## config.mk

```make
export PLATFORM = sky130hd
export DESIGN_NAME = hierarchical_state_machine_engine
export DESIGN_NICKNAME = d
export VERILOG_FILES = /design/src/hsm_pkg.sv /design/src/hsm_ram.sv /design/src/hsm_datapath.sv /design/src/hsm_ctrl.sv /design/src/hierarchical_state_machine_engine.sv
export SDC_FILE = /design/constraint.sdc
export NUM_CORES = 2
export LEC_CHECK = 0
export BUFFER_PORTS_ARGS = -buffer_cell sky130_fd_sc_hd__buf_2
export CAP_MARGIN = 25
export CORE_MARGIN = 4
export CORE_UTILIZATION = 68
export DETAILED_ROUTE_END_ITERATION = 10
export GPL_TIMING_DRIVEN = 0
export PLACE_DENSITY = 0.88
export SLEW_MARGIN = 20
export SYNTH_ARGS = -nofsm -noshare
export SYNTH_HDL_FRONTEND = slang
export SYNTH_SLANG_ARGS = --single-unit
```

## constraint.sdc

```tcl
create_clock -name clk -period 10.6 [get_ports clk]
set_input_delay 1.06 -clock clk [delete_from_list [all_inputs] [get_ports clk]]
set_output_delay 1.06 -clock clk [all_outputs]
set_load 0.01 [all_outputs]
```

## src/hsm_pkg.sv

```systemverilog
// Shared types and constants of the hierarchical state machine engine.
package hsm_pkg;

  localparam int NUM_STATES = 16;
  localparam logic [4:0] NO_STATE = 5'd16;
  localparam logic [15:0] USER_EVENT_MIN = 16'd1000;

  localparam logic [2:0] F_ADD_STATE = 3'd0;
  localparam logic [2:0] F_ADD_TRANS = 3'd1;
  localparam logic [2:0] F_SET_INIT = 3'd2;
  localparam logic [2:0] F_MARK_FINAL = 3'd3;
  localparam logic [2:0] F_START = 3'd4;
  localparam logic [2:0] F_STOP = 3'd5;
  localparam logic [2:0] F_POST = 3'd6;
  localparam logic [2:0] F_QUERY = 3'd7;

  localparam logic [2:0] K_EXIT = 3'd0;
  localparam logic [2:0] K_TRANS = 3'd1;
  localparam logic [2:0] K_ENTER = 3'd2;
  localparam logic [2:0] K_FINISH = 3'd3;
  localparam logic [2:0] K_DONE = 3'd4;

  localparam logic [2:0] ST_OK = 3'd0;
  localparam logic [2:0] ST_RUN_STATE = 3'd1;
  localparam logic [2:0] ST_UNKNOWN = 3'd2;
  localparam logic [2:0] ST_BAD_ARG = 3'd3;
  localparam logic [2:0] ST_NO_MATCH = 3'd4;
  localparam logic [2:0] ST_CHAIN = 3'd5;

  localparam logic [1:0] CFG_INIT = 2'd0;
  localparam logic [1:0] CFG_FINAL = 2'd1;
  localparam logic [1:0] CFG_FIN_CODE = 2'd2;

  // state table lookup address source
  localparam logic [2:0] A_SID = 3'd0;
  localparam logic [2:0] A_TID = 3'd1;
  localparam logic [2:0] A_PID = 3'd2;
  localparam logic [2:0] A_WALK = 3'd3;
  localparam logic [2:0] A_INIT = 3'd4;
  localparam logic [2:0] A_TGT = 3'd5;

  // ancestor walk start
  localparam logic [1:0] W_CUR = 2'd0;
  localparam logic [1:0] W_PID = 2'd1;
  localparam logic [1:0] W_TGT = 2'd2;

  // result from_state source
  localparam logic [2:0] E_INIT = 3'd0;
  localparam logic [2:0] E_TGT = 3'd1;
  localparam logic [2:0] E_CUR = 3'd2;
  localparam logic [2:0] E_OLDC = 3'd3;
  localparam logic [2:0] E_NEWC = 3'd4;
  localparam logic [2:0] E_DONE = 3'd5;

  typedef struct packed {
    logic       ld_in;
    logic [2:0] asel;
    logic       set_status;
    logic [2:0] status;
    logic       add_state;
    logic       add_trans;
    logic       set_init;
    logic       set_final;
    logic       start;
    logic       stop;
    logic       walk_start;
    logic [1:0] walk_src;
    logic       walk_new;
    logic       walk_step;
    logic       walk_ans;
    logic       scan_start;
    logic       scan_step;
    logic       post_init;
    logic       chain_next;
    logic       take_move;
    logic       tgt_init;
    logic       cmp_clr;
    logic       cmp_step;
    logic       exit_start;
    logic       exit_step;
    logic       entry_start;
    logic       entry_step;
    logic       set_cur_tgt;
    logic       finish;
    logic       emit;
    logic [2:0] e_kind;
    logic [2:0] e_from;
  } cmd_t;

  typedef struct packed {
    logic [2:0] func;
    logic       run;
    logic       lk_known;
    logic       lk_haskids;
    logic       lk_init_none;
    logic       lk_parent_eq_sid;
    logic       lk_final;
    logic       pid_none;
    logic       code_zero;
    logic       code_bad;
    logic       tcount_full;
    logic       walk_more;
    logic       walk_full;
    logic       scan_more;
    logic       found;
    logic       moves_zero;
    logic       moves_lim;
    logic       cur_is_tgt;
    logic       cmp_more;
    logic       exit_more;
    logic       entry_more;
    logic       cur_is_final;
    logic       out_free;
  } sts_t;

endpackage

```

## src/hsm_ram.sv

```systemverilog
// Generic single-port-write RAM with registered read.
module hsm_ram #(
  parameter int WIDTH = 8,
  parameter int DEPTH = 16
) (
  input  logic                                   clk,
  input  logic                                   we,
  input  logic [((DEPTH > 1) ? $clog2(DEPTH) : 1)-1:0] waddr,
  input  logic [WIDTH-1:0]                       wdata,
  input  logic [((DEPTH > 1) ? $clog2(DEPTH) : 1)-1:0] raddr,
  output logic [WIDTH-1:0]                       rdata
);

  logic [WIDTH-1:0] mem_r [DEPTH];

  always_ff @(posedge clk) begin
    if (we) begin
      mem_r[waddr] <= wdata;
    end
    rdata <= mem_r[raddr];
  end

endmodule

```

## src/hsm_datapath.sv

```systemverilog
// Datapath: state table, transition memory, ancestor chains and result register.
module hsm_datapath #(
  parameter int NUM_TRANSITIONS = 32,
  parameter int MAX_DEPTH = 4,
  parameter int MAX_CHAIN = 4
) (
  input  logic          clk,
  input  logic          rst_n,
  input  hsm_pkg::cmd_t cmd,
  output hsm_pkg::sts_t sts,
  input  logic [2:0]    in_tuser,
  input  logic [31:0]   in_tdata,
  input  logic          cfg_we,
  input  logic [1:0]    cfg_index,
  input  logic [15:0]   cfg_wdata,
  output logic          out_tvalid,
  input  logic          out_tready,
  output logic [15:0]   out_tdata,
  output logic [2:0]    out_tuser,
  output logic          out_tlast
);

  localparam int DW = $clog2(MAX_DEPTH + 1);
  localparam int IW = (MAX_DEPTH > 1) ? $clog2(MAX_DEPTH) : 1;
  localparam int CW = $clog2(NUM_TRANSITIONS + 1);
  localparam int AW = (NUM_TRANSITIONS > 1) ? $clog2(NUM_TRANSITIONS) : 1;
  localparam int MW = $clog2(MAX_CHAIN + 1);
  localparam int NS = hsm_pkg::NUM_STATES;

  logic [2:0]  func_r;
  logic [3:0]  sid_r;
  logic [4:0]  pid_r;
  logic [15:0] code_r;
  logic [3:0]  tid_r;
  logic [15:0] evt_r;
  logic [4:0]  tgt_r;
  logic [4:0]  cur_r;
  logic        run_r;
  logic [2:0]  status_r;
  logic        ans_r;
  logic [4:0]  cfg_init_r;
  logic [4:0]  cfg_final_r;
  logic [15:0] cfg_fin_code_r;

  logic        valid_r [NS];
  logic [4:0]  parent_r [NS];
  logic [4:0]  init_r [NS];
  logic        haskids_r [NS];
  logic        final_r [NS];

  logic [CW-1:0] tcount_r;
  logic [CW-1:0] scan_i_r;
  logic          found_r;
  logic [IW-1:0] best_lvl_r;
  logic [3:0]    best_tgt_r;
  logic [MW-1:0] moves_r;

  logic [4:0]    oldc_r [MAX_DEPTH];
  logic [4:0]    newc_r [MAX_DEPTH];
  logic [DW-1:0] on_r;
  logic [DW-1:0] nn_r;
  logic [4:0]    w_ptr_r;
  logic          w_new_r;
  logic [DW-1:0] cnt_r;
  logic [DW-1:0] c_r;

  logic          out_valid_r;
  logic [2:0]    out_kind_r;
  logic [4:0]    out_from_r;
  logic [4:0]    out_to_r;
  logic [2:0]    out_status_r;
  logic          out_ans_r;
  logic          out_last_r;

  logic [4:0]  lk_addr;
  logic [3:0]  lk_idx;
  logic        lk_known;
  logic [DW-1:0] w_len;
  logic [23:0] ram_rdata;
  logic [3:0]  r_from;
  logic [15:0] r_event;
  logic [3:0]  r_target;
  logic        lvl_hit;
  logic [IW-1:0] lvl;
  logic [DW-1:0] oi;
  logic [DW-1:0] ni;
  logic [DW-1:0] cm1;
  logic [4:0]  e_from_val;
  logic        out_free;

  always_comb begin
    case (cmd.asel)
      hsm_pkg::A_SID:  lk_addr = {1'b0, sid_r};
      hsm_pkg::A_TID:  lk_addr = {1'b0, tid_r};
      hsm_pkg::A_PID:  lk_addr = pid_r;
      hsm_pkg::A_WALK: lk_addr = w_ptr_r;
      hsm_pkg::A_INIT: lk_addr = cfg_init_r;
      hsm_pkg::A_TGT:  lk_addr = tgt_r;
      default:         lk_addr = hsm_pkg::NO_STATE;
    endcase
  end

  assign lk_idx   = lk_addr[3:0];
  assign lk_known = (lk_addr < hsm_pkg::NO_STATE) && valid_r[lk_idx];
  assign w_len    = w_new_r ? nn_r : on_r;

  assign r_from   = ram_rdata[23:20];
  assign r_event  = ram_rdata[19:4];
  assign r_target = ram_rdata[3:0];

  always_comb begin
    lvl_hit = 1'b0;
    lvl     = '0;
    for (int j = MAX_DEPTH - 1; j >= 0; j--) begin
      if ((DW'(j) < on_r) && (oldc_r[j] == {1'b0, r_from})) begin
        lvl_hit = 1'b1;
        lvl     = IW'(j);
      end
    end
  end

  assign oi  = on_r - DW'(1) - cnt_r;
  assign ni  = nn_r - DW'(1) - cnt_r;
  assign cm1 = cnt_r - DW'(1);

  always_comb begin
    case (cmd.e_from)
      hsm_pkg::E_INIT: e_from_val = cfg_init_r;
      hsm_pkg::E_TGT:  e_from_val = tgt_r;
      hsm_pkg::E_CUR:  e_from_val = cur_r;
      hsm_pkg::E_OLDC: e_from_val = oldc_r[cnt_r[IW-1:0]];
      hsm_pkg::E_NEWC: e_from_val = newc_r[cm1[IW-1:0]];
      hsm_pkg::E_DONE: e_from_val = run_r ? cur_r : hsm_pkg::NO_STATE;
      default:         e_from_val = hsm_pkg::NO_STATE;
    endcase
  end

  assign out_free = !out_valid_r || out_tready;

  always_comb begin
    sts.func             = func_r;
    sts.run              = run_r;
    sts.lk_known         = lk_known;
    sts.lk_haskids       = haskids_r[lk_idx];
    sts.lk_init_none     = (init_r[lk_idx] == hsm_pkg::NO_STATE);
    sts.lk_parent_eq_sid = (parent_r[lk_idx] == {1'b0, sid_r});
    sts.lk_final         = final_r[lk_idx];
    sts.pid_none         = (pid_r == hsm_pkg::NO_STATE);
    sts.code_zero        = (code_r == 16'd0);
    sts.code_bad         = (code_r != cfg_fin_code_r) && (code_r < hsm_pkg::USER_EVENT_MIN);
    sts.tcount_full      = (tcount_r >= CW'(NUM_TRANSITIONS));
    sts.walk_more        = lk_known && (w_len < DW'(MAX_DEPTH));
    sts.walk_full        = (w_len >= DW'(MAX_DEPTH));
    sts.scan_more        = (scan_i_r < tcount_r);
    sts.found            = found_r;
    sts.moves_zero       = (moves_r == '0);
    sts.moves_lim        = (moves_r >= MW'(MAX_CHAIN));
    sts.cur_is_tgt       = (cur_r == tgt_r);
    sts.cmp_more         = (cnt_r < on_r) && (cnt_r < nn_r) &&
                           (oldc_r[oi[IW-1:0]] == newc_r[ni[IW-1:0]]);
    sts.exit_more        = (cnt_r < (on_r - c_r));
    sts.entry_more       = (cnt_r != '0);
    sts.cur_is_final     = (cur_r == cfg_final_r);
    sts.out_free         = out_free;
  end

  hsm_ram #(
    .WIDTH (24),
    .DEPTH (NUM_TRANSITIONS)
  ) u_trans_ram (
    .clk   (clk),
    .we    (cmd.add_trans),
    .waddr (tcount_r[AW-1:0]),
    .wdata ({sid_r, code_r, tid_r}),
    .raddr (scan_i_r[AW-1:0]),
    .rdata (ram_rdata)
  );

  // control state
  always_ff @(posedge clk) begin
    if (!rst_n) begin
      for (int i = 0; i < NS; i++) begin
        valid_r[i] <= 1'b0;
      end
      tcount_r       <= '0;
      cur_r          <= hsm_pkg::NO_STATE;
      run_r          <= 1'b0;
      cfg_init_r     <= hsm_pkg::NO_STATE;
      cfg_final_r    <= hsm_pkg::NO_STATE;
      cfg_fin_code_r <= 16'd999;
      out_valid_r    <= 1'b0;
    end else begin
      if (cfg_we) begin
        case (cfg_index)
          hsm_pkg::CFG_INIT:     cfg_init_r <= cfg_wdata[4:0];
          hsm_pkg::CFG_FINAL:    cfg_final_r <= cfg_wdata[4:0];
          hsm_pkg::CFG_FIN_CODE: cfg_fin_code_r <= cfg_wdata;
          default: ;
        endcase
      end
      if (cmd.add_state) begin
        valid_r[sid_r] <= 1'b1;
      end
      if (cmd.add_trans) begin
        tcount_r <= tcount_r + CW'(1);
      end
      if (cmd.start) begin
        cur_r <= cfg_init_r;
        run_r <= 1'b1;
      end else if (cmd.stop || cmd.finish) begin
        cur_r <= hsm_pkg::NO_STATE;
        run_r <= 1'b0;
      end else if (cmd.set_cur_tgt) begin
        cur_r <= tgt_r;
      end
      if (cmd.emit) begin
        out_valid_r <= 1'b1;
      end else if (out_tready) begin
        out_valid_r <= 1'b0;
      end
    end
  end

  // payload
  always_ff @(posedge clk) begin
    if (cmd.ld_in) begin
      func_r   <= in_tuser;
      sid_r    <= in_tdata[3:0];
      pid_r    <= in_tdata[8:4];
      code_r   <= in_tdata[24:9];
      tid_r    <= in_tdata[28:25];
      status_r <= hsm_pkg::ST_OK;
      ans_r    <= 1'b0;
    end else begin
      if (cmd.set_status) begin
        status_r <= cmd.status;
      end
      if (cmd.walk_step && cmd.walk_ans && (w_ptr_r == {1'b0, sid_r})) begin
        ans_r <= 1'b1;
      end
    end
    if (cmd.add_state) begin
      parent_r[sid_r]  <= pid_r;
      init_r[sid_r]    <= hsm_pkg::NO_STATE;
      haskids_r[sid_r] <= 1'b0;
      final_r[sid_r]   <= 1'b0;
      if (pid_r != hsm_pkg::NO_STATE) begin
        haskids_r[pid_r[3:0]] <= 1'b1;
      end
    end
    if (cmd.set_init) begin
      init_r[sid_r] <= {1'b0, tid_r};
    end
    if (cmd.set_final) begin
      final_r[tid_r] <= 1'b1;
    end
    if (cmd.walk_start) begin
      w_new_r <= cmd.walk_new;
      case (cmd.walk_src)
        hsm_pkg::W_PID: w_ptr_r <= pid_r;
        hsm_pkg::W_TGT: w_ptr_r <= tgt_r;
        default:        w_ptr_r <= cur_r;
      endcase
      if (cmd.walk_new) begin
        nn_r <= '0;
      end else begin
        on_r <= '0;
      end
    end else if (cmd.walk_step) begin
      w_ptr_r <= parent_r[lk_idx];
      if (w_new_r) begin
        newc_r[nn_r[IW-1:0]] <= w_ptr_r;
        nn_r <= nn_r + DW'(1);
      end else begin
        oldc_r[on_r[IW-1:0]] <= w_ptr_r;
        on_r <= on_r + DW'(1);
      end
    end
    if (cmd.post_init) begin
      evt_r   <= code_r;
      moves_r <= '0;
    end else if (cmd.chain_next) begin
      evt_r <= cfg_fin_code_r;
    end else if (cmd.take_move) begin
      moves_r <= moves_r + MW'(1);
    end
    if (cmd.scan_start) begin
      scan_i_r <= '0;
      found_r  <= 1'b0;
    end else if (cmd.scan_step) begin
      scan_i_r <= scan_i_r + CW'(1);
      if ((r_event == evt_r) && lvl_hit && (!found_r || (lvl < best_lvl_r))) begin
        found_r    <= 1'b1;
        best_lvl_r <= lvl;
        best_tgt_r <= r_target;
      end
    end
    if (cmd.take_move) begin
      tgt_r <= {1'b0, best_tgt_r};
    end else if (cmd.tgt_init) begin
      tgt_r <= init_r[lk_idx];
    end
    if (cmd.cmp_clr) begin
      cnt_r <= '0;
    end else if (cmd.cmp_step || cmd.exit_step) begin
      cnt_r <= cnt_r + DW'(1);
    end else if (cmd.exit_start) begin
      c_r   <= cnt_r;
      cnt_r <= '0;
    end else if (cmd.entry_start) begin
      cnt_r <= nn_r - c_r;
    end else if (cmd.entry_step) begin
      cnt_r <= cm1;
    end
    if (cmd.emit) begin
      out_kind_r   <= cmd.e_kind;
      out_from_r   <= e_from_val;
      out_to_r     <= (cmd.e_kind == hsm_pkg::K_TRANS) ? tgt_r : hsm_pkg::NO_STATE;
      out_status_r <= (cmd.e_kind == hsm_pkg::K_DONE) ? status_r : hsm_pkg::ST_OK;
      out_ans_r    <= (cmd.e_kind == hsm_pkg::K_DONE) && ans_r;
      out_last_r   <= (cmd.e_kind == hsm_pkg::K_DONE);
    end
  end

  assign out_tvalid = out_valid_r;
  assign out_tuser  = out_kind_r;
  assign out_tdata  = {2'b00, out_ans_r, out_status_r, out_to_r, out_from_r};
  assign out_tlast  = out_last_r;

`ifndef SYNTH
  a_stopped_no_state: assert property (@(posedge clk) disable iff (!rst_n)
    !run_r |-> (cur_r == hsm_pkg::NO_STATE))
    else $error("stopped engine holds a current state");
  a_tcount_range: assert property (@(posedge clk) disable iff (!rst_n)
    tcount_r <= CW'(NUM_TRANSITIONS))
    else $error("transition count beyond table");
  a_emit_free: assert property (@(posedge clk) disable iff (!rst_n)
    cmd.emit |-> out_free)
    else $error("result overwritten before delivery");
  a_walk_bound: assert property (@(posedge clk) disable iff (!rst_n)
    cmd.walk_step |-> (w_len < DW'(MAX_DEPTH)))
    else $error("ancestor walk past depth limit");
`endif

endmodule

```

## src/hsm_ctrl.sv

```systemverilog
// Controller state machine sequencing each command and event transaction.
module hsm_ctrl (
  input  logic          clk,
  input  logic          rst_n,
  input  logic          in_tvalid,
  output logic          in_tready,
  input  hsm_pkg::sts_t sts,
  output hsm_pkg::cmd_t cmd
);

  localparam logic [4:0] S_IDLE    = 5'd0;
  localparam logic [4:0] S_DISP    = 5'd1;
  localparam logic [4:0] S_ADD_P   = 5'd2;
  localparam logic [4:0] S_ADD_W   = 5'd3;
  localparam logic [4:0] S_AT_S    = 5'd4;
  localparam logic [4:0] S_AT_T    = 5'd5;
  localparam logic [4:0] S_CF_S    = 5'd6;
  localparam logic [4:0] S_CF_T    = 5'd7;
  localparam logic [4:0] S_START   = 5'd8;
  localparam logic [4:0] S_FIND_W  = 5'd9;
  localparam logic [4:0] S_SCAN_RD = 5'd10;
  localparam logic [4:0] S_SCAN_EV = 5'd11;
  localparam logic [4:0] S_FOUND   = 5'd12;
  localparam logic [4:0] S_MV      = 5'd13;
  localparam logic [4:0] S_MV2     = 5'd14;
  localparam logic [4:0] S_SELF_X  = 5'd15;
  localparam logic [4:0] S_SELF_T  = 5'd16;
  localparam logic [4:0] S_SELF_E  = 5'd17;
  localparam logic [4:0] S_NEWW    = 5'd18;
  localparam logic [4:0] S_CMP     = 5'd19;
  localparam logic [4:0] S_EXIT    = 5'd20;
  localparam logic [4:0] S_TRANS   = 5'd21;
  localparam logic [4:0] S_ENTRY   = 5'd22;
  localparam logic [4:0] S_FINCHK  = 5'd23;
  localparam logic [4:0] S_FINISH  = 5'd24;
  localparam logic [4:0] S_DONE    = 5'd25;
  localparam logic [4:0] S_QW      = 5'd26;

  logic [4:0] state_r;
  logic [4:0] state_nxt;

  always_ff @(posedge clk) begin
    if (!rst_n) begin
      state_r <= S_IDLE;
    end else begin
      state_r <= state_nxt;
    end
  end

  assign in_tready = (state_r == S_IDLE);

  always_comb begin
    cmd       = '0;
    state_nxt = state_r;
    case (state_r)
      S_IDLE: begin
        if (in_tvalid) begin
          cmd.ld_in = 1'b1;
          state_nxt = S_DISP;
        end
      end
      S_DISP: begin
        state_nxt = S_DONE;
        if ((sts.func <= hsm_pkg::F_MARK_FINAL) && sts.run) begin
          cmd.set_status = 1'b1;
          cmd.status     = hsm_pkg::ST_RUN_STATE;
        end else begin
          case (sts.func)
            hsm_pkg::F_ADD_STATE: begin
              cmd.asel = hsm_pkg::A_SID;
              if (sts.lk_known) begin
                cmd.set_status = 1'b1;
                cmd.status     = hsm_pkg::ST_BAD_ARG;
              end else if (sts.pid_none) begin
                cmd.add_state = 1'b1;
              end else begin
                state_nxt = S_ADD_P;
              end
            end
            hsm_pkg::F_ADD_TRANS: begin
              if (sts.code_zero) begin
                cmd.set_status = 1'b1;
                cmd.status     = hsm_pkg::ST_BAD_ARG;
              end else begin
                state_nxt = S_AT_S;
              end
            end
            hsm_pkg::F_SET_INIT, hsm_pkg::F_MARK_FINAL: begin
              state_nxt = S_CF_S;
            end
            hsm_pkg::F_START: begin
              cmd.asel = hsm_pkg::A_INIT;
              if (sts.run) begin
                cmd.set_status = 1'b1;
                cmd.status     = hsm_pkg::ST_RUN_STATE;
              end else if (!sts.lk_known) begin
                cmd.set_status = 1'b1;
                cmd.status     = hsm_pkg::ST_UNKNOWN;
              end else begin
                state_nxt = S_START;
              end
            end
            hsm_pkg::F_STOP: begin
              if (!sts.run) begin
                cmd.set_status = 1'b1;
                cmd.status     = hsm_pkg::ST_RUN_STATE;
              end else begin
                cmd.stop = 1'b1;
              end
            end
            hsm_pkg::F_POST: begin
              if (!sts.run) begin
                cmd.set_status = 1'b1;
                cmd.status     = hsm_pkg::ST_RUN_STATE;
              end else if (sts.code_bad) begin
                cmd.set_status = 1'b1;
                cmd.status     = hsm_pkg::ST_BAD_ARG;
              end else begin
                cmd.post_init  = 1'b1;
                cmd.walk_start = 1'b1;
                cmd.walk_src   = hsm_pkg::W_CUR;
                state_nxt      = S_FIND_W;
              end
            end
            default: begin
              if (!sts.run) begin
                cmd.set_status = 1'b1;
                cmd.status     = hsm_pkg::ST_RUN_STATE;
              end else begin
                cmd.walk_start = 1'b1;
                cmd.walk_src   = hsm_pkg::W_CUR;
                state_nxt      = S_QW;
              end
            end
          endcase
        end
      end
      S_ADD_P: begin
        cmd.asel  = hsm_pkg::A_PID;
        state_nxt = S_DONE;
        if (!sts.lk_known) begin
          cmd.set_status = 1'b1;
          cmd.status     = hsm_pkg::ST_UNKNOWN;
        end else begin
          cmd.walk_start = 1'b1;
          cmd.walk_src   = hsm_pkg::W_PID;
          state_nxt      = S_ADD_W;
        end
      end
      S_ADD_W: begin
        cmd.asel = hsm_pkg::A_WALK;
        if (sts.walk_more) begin
          cmd.walk_step = 1'b1;
        end else begin
          state_nxt = S_DONE;
          if (sts.walk_full) begin
            cmd.set_status = 1'b1;
            cmd.status     = hsm_pkg::ST_BAD_ARG;
          end else begin
            cmd.add_state = 1'b1;
          end
        end
      end
      S_AT_S: begin
        cmd.asel = hsm_pkg::A_SID;
        if (!sts.lk_known) begin
          cmd.set_status = 1'b1;
          cmd.status     = hsm_pkg::ST_UNKNOWN;
          state_nxt      = S_DONE;
        end else begin
          state_nxt = S_AT_T;
        end
      end
      S_AT_T: begin
        cmd.asel  = hsm_pkg::A_TID;
        state_nxt = S_DONE;
        if (!sts.lk_known) begin
          cmd.set_status = 1'b1;
          cmd.status     = hsm_pkg::ST_UNKNOWN;
        end else if ((sts.lk_haskids && sts.lk_init_none) || sts.tcount_full) begin
          cmd.set_status = 1'b1;
          cmd.status     = hsm_pkg::ST_BAD_ARG;
        end else begin
          cmd.add_trans = 1'b1;
        end
      end
      S_CF_S: begin
        cmd.asel = hsm_pkg::A_SID;
        if (!sts.lk_known) begin
          cmd.set_status = 1'b1;
          cmd.status     = hsm_pkg::ST_UNKNOWN;
          state_nxt      = S_DONE;
        end else begin
          state_nxt = S_CF_T;
        end
      end
      S_CF_T: begin
        cmd.asel  = hsm_pkg::A_TID;
        state_nxt = S_DONE;
        if (!sts.lk_known) begin
          cmd.set_status = 1'b1;
          cmd.status     = hsm_pkg::ST_UNKNOWN;
        end else if (!sts.lk_parent_eq_sid) begin
          cmd.set_status = 1'b1;
          cmd.status     = hsm_pkg::ST_BAD_ARG;
        end else if (sts.func == hsm_pkg::F_SET_INIT) begin
          cmd.set_init = 1'b1;
        end else begin
          cmd.set_final = 1'b1;
        end
      end
      S_START: begin
        if (sts.out_free) begin
          cmd.emit   = 1'b1;
          cmd.e_kind = hsm_pkg::K_ENTER;
          cmd.e_from = hsm_pkg::E_INIT;
          cmd.start  = 1'b1;
          state_nxt  = S_DONE;
        end
      end
      S_FIND_W: begin
        cmd.asel = hsm_pkg::A_WALK;
        if (sts.walk_more) begin
          cmd.walk_step = 1'b1;
        end else begin
          cmd.scan_start = 1'b1;
          state_nxt      = S_SCAN_RD;
        end
      end
      S_SCAN_RD: begin
        state_nxt = sts.scan_more ? S_SCAN_EV : S_FOUND;
      end
      S_SCAN_EV: begin
        cmd.scan_step = 1'b1;
        state_nxt     = S_SCAN_RD;
      end
      S_FOUND: begin
        state_nxt = S_DONE;
        if (!sts.found) begin
          if (sts.moves_zero) begin
            cmd.set_status = 1'b1;
            cmd.status     = hsm_pkg::ST_NO_MATCH;
          end
        end else if (sts.moves_lim) begin
          cmd.set_status = 1'b1;
          cmd.status     = hsm_pkg::ST_CHAIN;
        end else begin
          cmd.take_move = 1'b1;
          state_nxt     = S_MV;
        end
      end
      S_MV: begin
        cmd.asel = hsm_pkg::A_TGT;
        if (sts.cur_is_tgt) begin
          state_nxt = S_SELF_X;
        end else if (sts.lk_haskids) begin
          if (sts.lk_init_none) begin
            cmd.set_status = 1'b1;
            cmd.status     = hsm_pkg::ST_BAD_ARG;
            state_nxt      = S_DONE;
          end else begin
            cmd.tgt_init = 1'b1;
            state_nxt    = S_MV2;
          end
        end else begin
          cmd.walk_start = 1'b1;
          cmd.walk_src   = hsm_pkg::W_TGT;
          cmd.walk_new   = 1'b1;
          state_nxt      = S_NEWW;
        end
      end
      S_MV2: begin
        cmd.walk_start = 1'b1;
        cmd.walk_src   = hsm_pkg::W_TGT;
        cmd.walk_new   = 1'b1;
        state_nxt      = S_NEWW;
      end
      S_SELF_X: begin
        if (sts.out_free) begin
          cmd.emit   = 1'b1;
          cmd.e_kind = hsm_pkg::K_EXIT;
          cmd.e_from = hsm_pkg::E_TGT;
          state_nxt  = S_SELF_T;
        end
      end
      S_SELF_T: begin
        if (sts.out_free) begin
          cmd.emit   = 1'b1;
          cmd.e_kind = hsm_pkg::K_TRANS;
          cmd.e_from = hsm_pkg::E_CUR;
          state_nxt  = S_SELF_E;
        end
      end
      S_SELF_E: begin
        if (sts.out_free) begin
          cmd.emit   = 1'b1;
          cmd.e_kind = hsm_pkg::K_ENTER;
          cmd.e_from = hsm_pkg::E_TGT;
          state_nxt  = S_FINCHK;
        end
      end
      S_NEWW: begin
        cmd.asel = hsm_pkg::A_WALK;
        if (sts.walk_more) begin
          cmd.walk_step = 1'b1;
        end else begin
          cmd.cmp_clr = 1'b1;
          state_nxt   = S_CMP;
        end
      end
      S_CMP: begin
        if (sts.cmp_more) begin
          cmd.cmp_step = 1'b1;
        end else begin
          cmd.exit_start = 1'b1;
          state_nxt      = S_EXIT;
        end
      end
      S_EXIT: begin
        if (!sts.exit_more) begin
          state_nxt = S_TRANS;
        end else if (sts.out_free) begin
          cmd.emit      = 1'b1;
          cmd.e_kind    = hsm_pkg::K_EXIT;
          cmd.e_from    = hsm_pkg::E_OLDC;
          cmd.exit_step = 1'b1;
        end
      end
      S_TRANS: begin
        if (sts.out_free) begin
          cmd.emit        = 1'b1;
          cmd.e_kind      = hsm_pkg::K_TRANS;
          cmd.e_from      = hsm_pkg::E_CUR;
          cmd.set_cur_tgt = 1'b1;
          cmd.entry_start = 1'b1;
          state_nxt       = S_ENTRY;
        end
      end
      S_ENTRY: begin
        if (!sts.entry_more) begin
          state_nxt = S_FINCHK;
        end else if (sts.out_free) begin
          cmd.emit       = 1'b1;
          cmd.e_kind     = hsm_pkg::K_ENTER;
          cmd.e_from     = hsm_pkg::E_NEWC;
          cmd.entry_step = 1'b1;
        end
      end
      S_FINCHK: begin
        cmd.asel = hsm_pkg::A_TGT;
        if (sts.cur_is_final) begin
          state_nxt = S_FINISH;
        end else if (sts.lk_final) begin
          cmd.chain_next = 1'b1;
          cmd.walk_start = 1'b1;
          cmd.walk_src   = hsm_pkg::W_CUR;
          state_nxt      = S_FIND_W;
        end else begin
          state_nxt = S_DONE;
        end
      end
      S_FINISH: begin
        if (sts.out_free) begin
          cmd.emit   = 1'b1;
          cmd.e_kind = hsm_pkg::K_FINISH;
          cmd.e_from = hsm_pkg::E_CUR;
          cmd.finish = 1'b1;
          state_nxt  = S_DONE;
        end
      end
      S_QW: begin
        cmd.asel = hsm_pkg::A_WALK;
        if (sts.walk_more) begin
          cmd.walk_step = 1'b1;
          cmd.walk_ans  = 1'b1;
        end else begin
          state_nxt = S_DONE;
        end
      end
      S_DONE: begin
        if (sts.out_free) begin
          cmd.emit   = 1'b1;
          cmd.e_kind = hsm_pkg::K_DONE;
          cmd.e_from = hsm_pkg::E_DONE;
          state_nxt  = S_IDLE;
        end
      end
      default: begin
        state_nxt = S_IDLE;
      end
    endcase
  end

endmodule

```

## src/hierarchical_state_machine_engine.sv

```systemverilog
// Top level of the hierarchical state machine engine.
//
// Channel  Direction  Transaction
// in_      slave      one command or event: tuser = func, tdata = fields
// out_     master     one result item: tuser = kind, tlast on the done item
// cfg_     write      one register write: index, data
//
// One transaction at a time; table commands check their arguments after the
// accept, and a child state or a query also walks the ancestor chain.
// A posted event takes per move two ancestor walks and a chain compare, a
// scan of every stored transition, one result item per exit, transition and
// entry, and the control states around them, for up to MAX_CHAIN moves.
// Reset is synchronous: state table empty, machine stopped. A stalled out_
// holds the controller; in_tready is low until the done item has been loaded.
module hierarchical_state_machine_engine #(
  parameter int NUM_TRANSITIONS = 32,
  parameter int MAX_DEPTH = 4,
  parameter int MAX_CHAIN = 4
) (
  input  logic        clk,
  input  logic        rst_n,
  input  logic        in_tvalid,
  output logic        in_tready,
  input  logic [31:0] in_tdata,   // state_id, parent_id, event_code, target_id
  input  logic [2:0]  in_tuser,   // func
  output logic        out_tvalid,
  input  logic        out_tready,
  output logic [15:0] out_tdata,  // from_state, to_state, status, answer
  output logic [2:0]  out_tuser,  // kind
  output logic        out_tlast,
  input  logic        cfg_we,
  input  logic [1:0]  cfg_index,
  input  logic [15:0] cfg_wdata
);

  hsm_pkg::cmd_t cmd;
  hsm_pkg::sts_t sts;

  hsm_ctrl u_ctrl (
    .clk       (clk),
    .rst_n     (rst_n),
    .in_tvalid (in_tvalid),
    .in_tready (in_tready),
    .sts       (sts),
    .cmd       (cmd)
  );

  hsm_datapath #(
    .NUM_TRANSITIONS (NUM_TRANSITIONS),
    .MAX_DEPTH       (MAX_DEPTH),
    .MAX_CHAIN       (MAX_CHAIN)
  ) u_dp (
    .clk        (clk),
    .rst_n      (rst_n),
    .cmd        (cmd),
    .sts        (sts),
    .in_tuser   (in_tuser),
    .in_tdata   (in_tdata),
    .cfg_we     (cfg_we),
    .cfg_index  (cfg_index),
    .cfg_wdata  (cfg_wdata),
    .out_tvalid (out_tvalid),
    .out_tready (out_tready),
    .out_tdata  (out_tdata),
    .out_tuser  (out_tuser),
    .out_tlast  (out_tlast)
  );

endmodule
```

==> results.md <==
- Status: completed
- Max_slew headroom: 0.2428
- WHS Path Cells: 0
- CP max-delay cell: nor3_2
- Synthesized area: 49440 um^2
- Post-layout nets: 3247
- Postcts setup bufs: 0
- Worst-path cell chain: buf_2 -> nand2b_1 -> a21oi_1 -> o311a_1 -> or2_1 -> clkbuf_1 -> buf_2 -> buf_2 -> a211oi_1 -> a211oi_1 -> a21oi_1 -> a21oi_2 -> buf_2 -> nand2_1 -> nor3_2 -> buf_4 -> buf_4
- Netlist cell types: 95
- Worst skew pair latency: 720 ps
- Slew Viols, Final: 0
- Seq/Total Area, Yosys: 0.7015
- Startpoint Class: flip-flop
- Final setup fails: 0
- Vias: ~32000
- Peak Freq: 0.1348 GHz
- Crit path depth: 17
- CTS tree: built
- Reg2Reg Capture Point: u_dp.u_trans_ram.mem_r[14][0]$_DFFE_PP_
- Number of buffers created by CTS: around 110
- CP startpoint: u_ctrl.state_r[3]$_SDFFE_PN0P_
- Critical Path Most Common Cell: buf_2
- Peak VDD IR: ~0.00024 V
- Most common cell after layout, fill and taps aside: edfxtp_1
- Leakage power: 18.24 nW
- Post-synth ARST share: 0
- Synthesis Warnings: 0
- Number of global-route vias before repair: ~31000
- Post-synthesis cell count: 2886
- # clock sinks: 1195
- RR Startpoint: u_ctrl.state_r[3]$_SDFFE_PN0P_
- CP Capture Type: flip-flop
- CP delay by family, top: compound AO/OA/AOI/OAI gates
- First-pass GRT wire length: 229.8 mm
- DRT Pass-1 Iters: 8
- Antenna viol nets, final: 0
- PortBufs: 74
- CTS Hold Buffers Added: 0
- Min-delay worst type: flip-flop to flip-flop
- Top_reg_cell synth: edfxtp_1
- WL per Instance: 38.59 um
- RSZ-0062 raised after global routing: no
- Pwr Density: 246.9 nW/um^2
- Layout cells sized above 1: 0.2355
- CP Class: flip-flop to flip-flop
- Post-Syn Area per Cell: 17.13 um^2
- Gp weighted congestion: 0.9758
- Synthesis-to-layout area growth: 14.08%
- Crit path DAT: slightly below 8000 ps
- DR DRC count: 0
- Die W: 277.6 um
- Die Height: 277.6 um
- CTS Buffer Depth: 3
- Setup TNS Final: 0 ps
- Largest area contributor in the netlist: edfxtp_1
- Row count: 98
- DR iter-0 viols: 6158
- Final cycle utilization of the critical path: 0.7001
- Largest net degree at the start of global routing: 36
- H-Tree Level Count: 3
- Number of flops mapped to enable cells by yosys: ~1100
- Maxcap violations: 0
- CORE AREA: around 72000 um^2
- CP Buf/Inv Count: 7
- R2R cell count: 17
- Initial antenna violation count: 3
- Min-Delay Startpoint: u_dp.u_trans_ram.rdata[0]$_DFF_P_
- CP peak stage delay: around 900 ps
- Placed Cells incl. Taps: 3976
- GRT Util Overall: 0.4185
- Num ports: 80
- Final wirelength: about 160 mm
- Resized Gates After CTS: 0
- Least-Margin Pin Slew: roughly 1100 ps
- Pre-CTS setup slack: 3855 ps
- Most frequent cells in the layout: edfxtp_1 (1075), mux4_2 (260), nand2_1 (164)
- Tmin final: roughly 7400 ps
- HPWL Detailed: 99.45 mm
- Congestion Overflow GR: 0
- Final worst slack: around 3200 ps
- Vias per cell: approximately 7.6
- Worst hold endpoint: u_dp.best_tgt_r[0]$_DFFE_PP_
- Clock root cell: clkbuf_16
- Final setup skew: 66.63 ps
- Initial core utilization: 0.6893
- FF+latch count, synth: approximately 1200
- Clock slew at reported path FFs: ~70 ps
- R2r setup slk: ~3200 ps
- Die area: 77090 um^2
- CP required: 11000 ps
- Critical path fanouts, max: 10
- Finished Layout Cells: about 4200
- Hold Vio Cnt, Final: 0
- Filler cells: 3487
- Synth top area cells: edfxtp_1 (65%), mux4_2 (12%), dfxtp_1 (4.9%)
- Area share of the largest cell type after synthesis: 0.6529
[cell usage after synthesis (all sizes together), types with 7 or more instances]
cell	n
inv	62
or4	9
a2111oi	11
o2bb2ai	8
o22ai	22
a31oi	7
nor4	25
nor2b	22
xor2	46
nand3	86
edfxtp	1075
mux4	260
or3	7
dfxtp	120
mux2i	51
nor2	154
a21boi	14
a22oi	12
clkbuf	94
a31o	16
and2	24
nand4	18
a21oi	65
buf	66
mux2	51
a211oi	19
xnor2	41
o21a	23
a32o	7
ha	36
and3	19
nand2	168
o21ai	64
nand2b	17
nor3	47
[layer usage]
layer | wire length [um] | GRT usage | share of wire | up-vias
li1 | - | - | - | 12050
met2 | 75440 | 0.6615 | 0.47 | 3437
met5 | 14 | 0 | 0.000086 | -
met1 | 50970 | 0.5386 | 0.31 | 15710
met3 | 21650 | 0.09687 | 0.13 | 801
met4 | 13960 | 0.2531 | 0.086 | 2
[how the worst max path moves through the flow]
stage / endpoint / slack (ps)
finish: u_dp.u_trans_ram.mem_r[14][0]$_DFFE_PP_ / 3180
global route: u_dp.u_trans_ram.mem_r[14][1]$_DFFE_PP_ / 3200
CTS: u_dp.u_trans_ram.mem_r[14][1]$_DFFE_PP_ / 3530
detailed placement: u_dp.u_trans_ram.mem_r[14][6]$_DFFE_PP_ / 3860
global placement: u_dp.u_trans_ram.mem_r[14][5]$_DFFE_PP_ / 1920
floorplan: u_dp.u_trans_ram.mem_r[14][0]$_DFFE_PP_ / 4960
[flip-flops by register name, indices dropped and copies added (netlist names), 6 cells and up, named ones only]
signal                  flops
u_dp.newc_r                20
u_dp.evt_r                 16
u_dp.code_r                16
u_dp.init_r                80
u_dp.final_r               16
u_dp.u_trans_ram.rdata     24
u_dp.parent_r              80
u_dp.haskids_r             16
u_dp.oldc_r                20
u_dp.valid_r               16
u_dp.u_trans_ram.mem_r    768
u_dp.tcount_r               6
u_dp.scan_i_r               6
u_dp.cfg_fin_code_r        16
[logic make-up after synthesis]
group | count (synthesis) | share of synthesized area
other | 1 | 0.00007585
buffers and inverters | 223 | 0.01895
AO/OA/AOI/OAI | 353 | 0.05059
adder cells (fa/ha/maj) | 38 | 0.009920
AND/OR/NAND/NOR | 627 | 0.06301
multiplexers | 362 | 0.1404
flip-flops | 1195 | 0.7015
XOR/XNOR | 87 | 0.01556
[per-stage QoR]
step,utilization,hold slack (ps),power [mW],instance area (um^2)
finish,0.7863,413.7,13.92,56400
global route,0.7863,422.1,14.27,56400
CTS,0.7840,410.5,13.73,56240
detailed placement,0.7311,406.8,9.493,52440
global placement,0.7110,396.3,9.238,51000
floorplan,-,385.5,8.132,49440
[area by class of cell]
type / count / area (um^2) / share of cell area
plain buffers: 160 / 726.9 / 0.01289
repair buffers: 150 / 1692 / 0.02999
multi-input cells: 1469 / 14080 / 0.2496
well taps: 950 / 1189 / 0.02107
diodes: 1 / 2.502 / 0.00004437
flip-flops and latches: 1195 / 34680 / 0.6149
inverters: 63 / 236.5 / 0.004193
clock inverters: 75 / 819.5 / 0.01453
clock buffers: 136 / 2977 / 0.05277
[where the power goes]
group | leakage (nW) | switching (mW) | internal, mW
Sequential | 10.5 | 0.283 | 5.53
Clock | 1.83 | 1.90 | 2.35
Combinational | 5.87 | 2.45 | 1.41
Note: power is estimated with default switching activity, not from simulation.
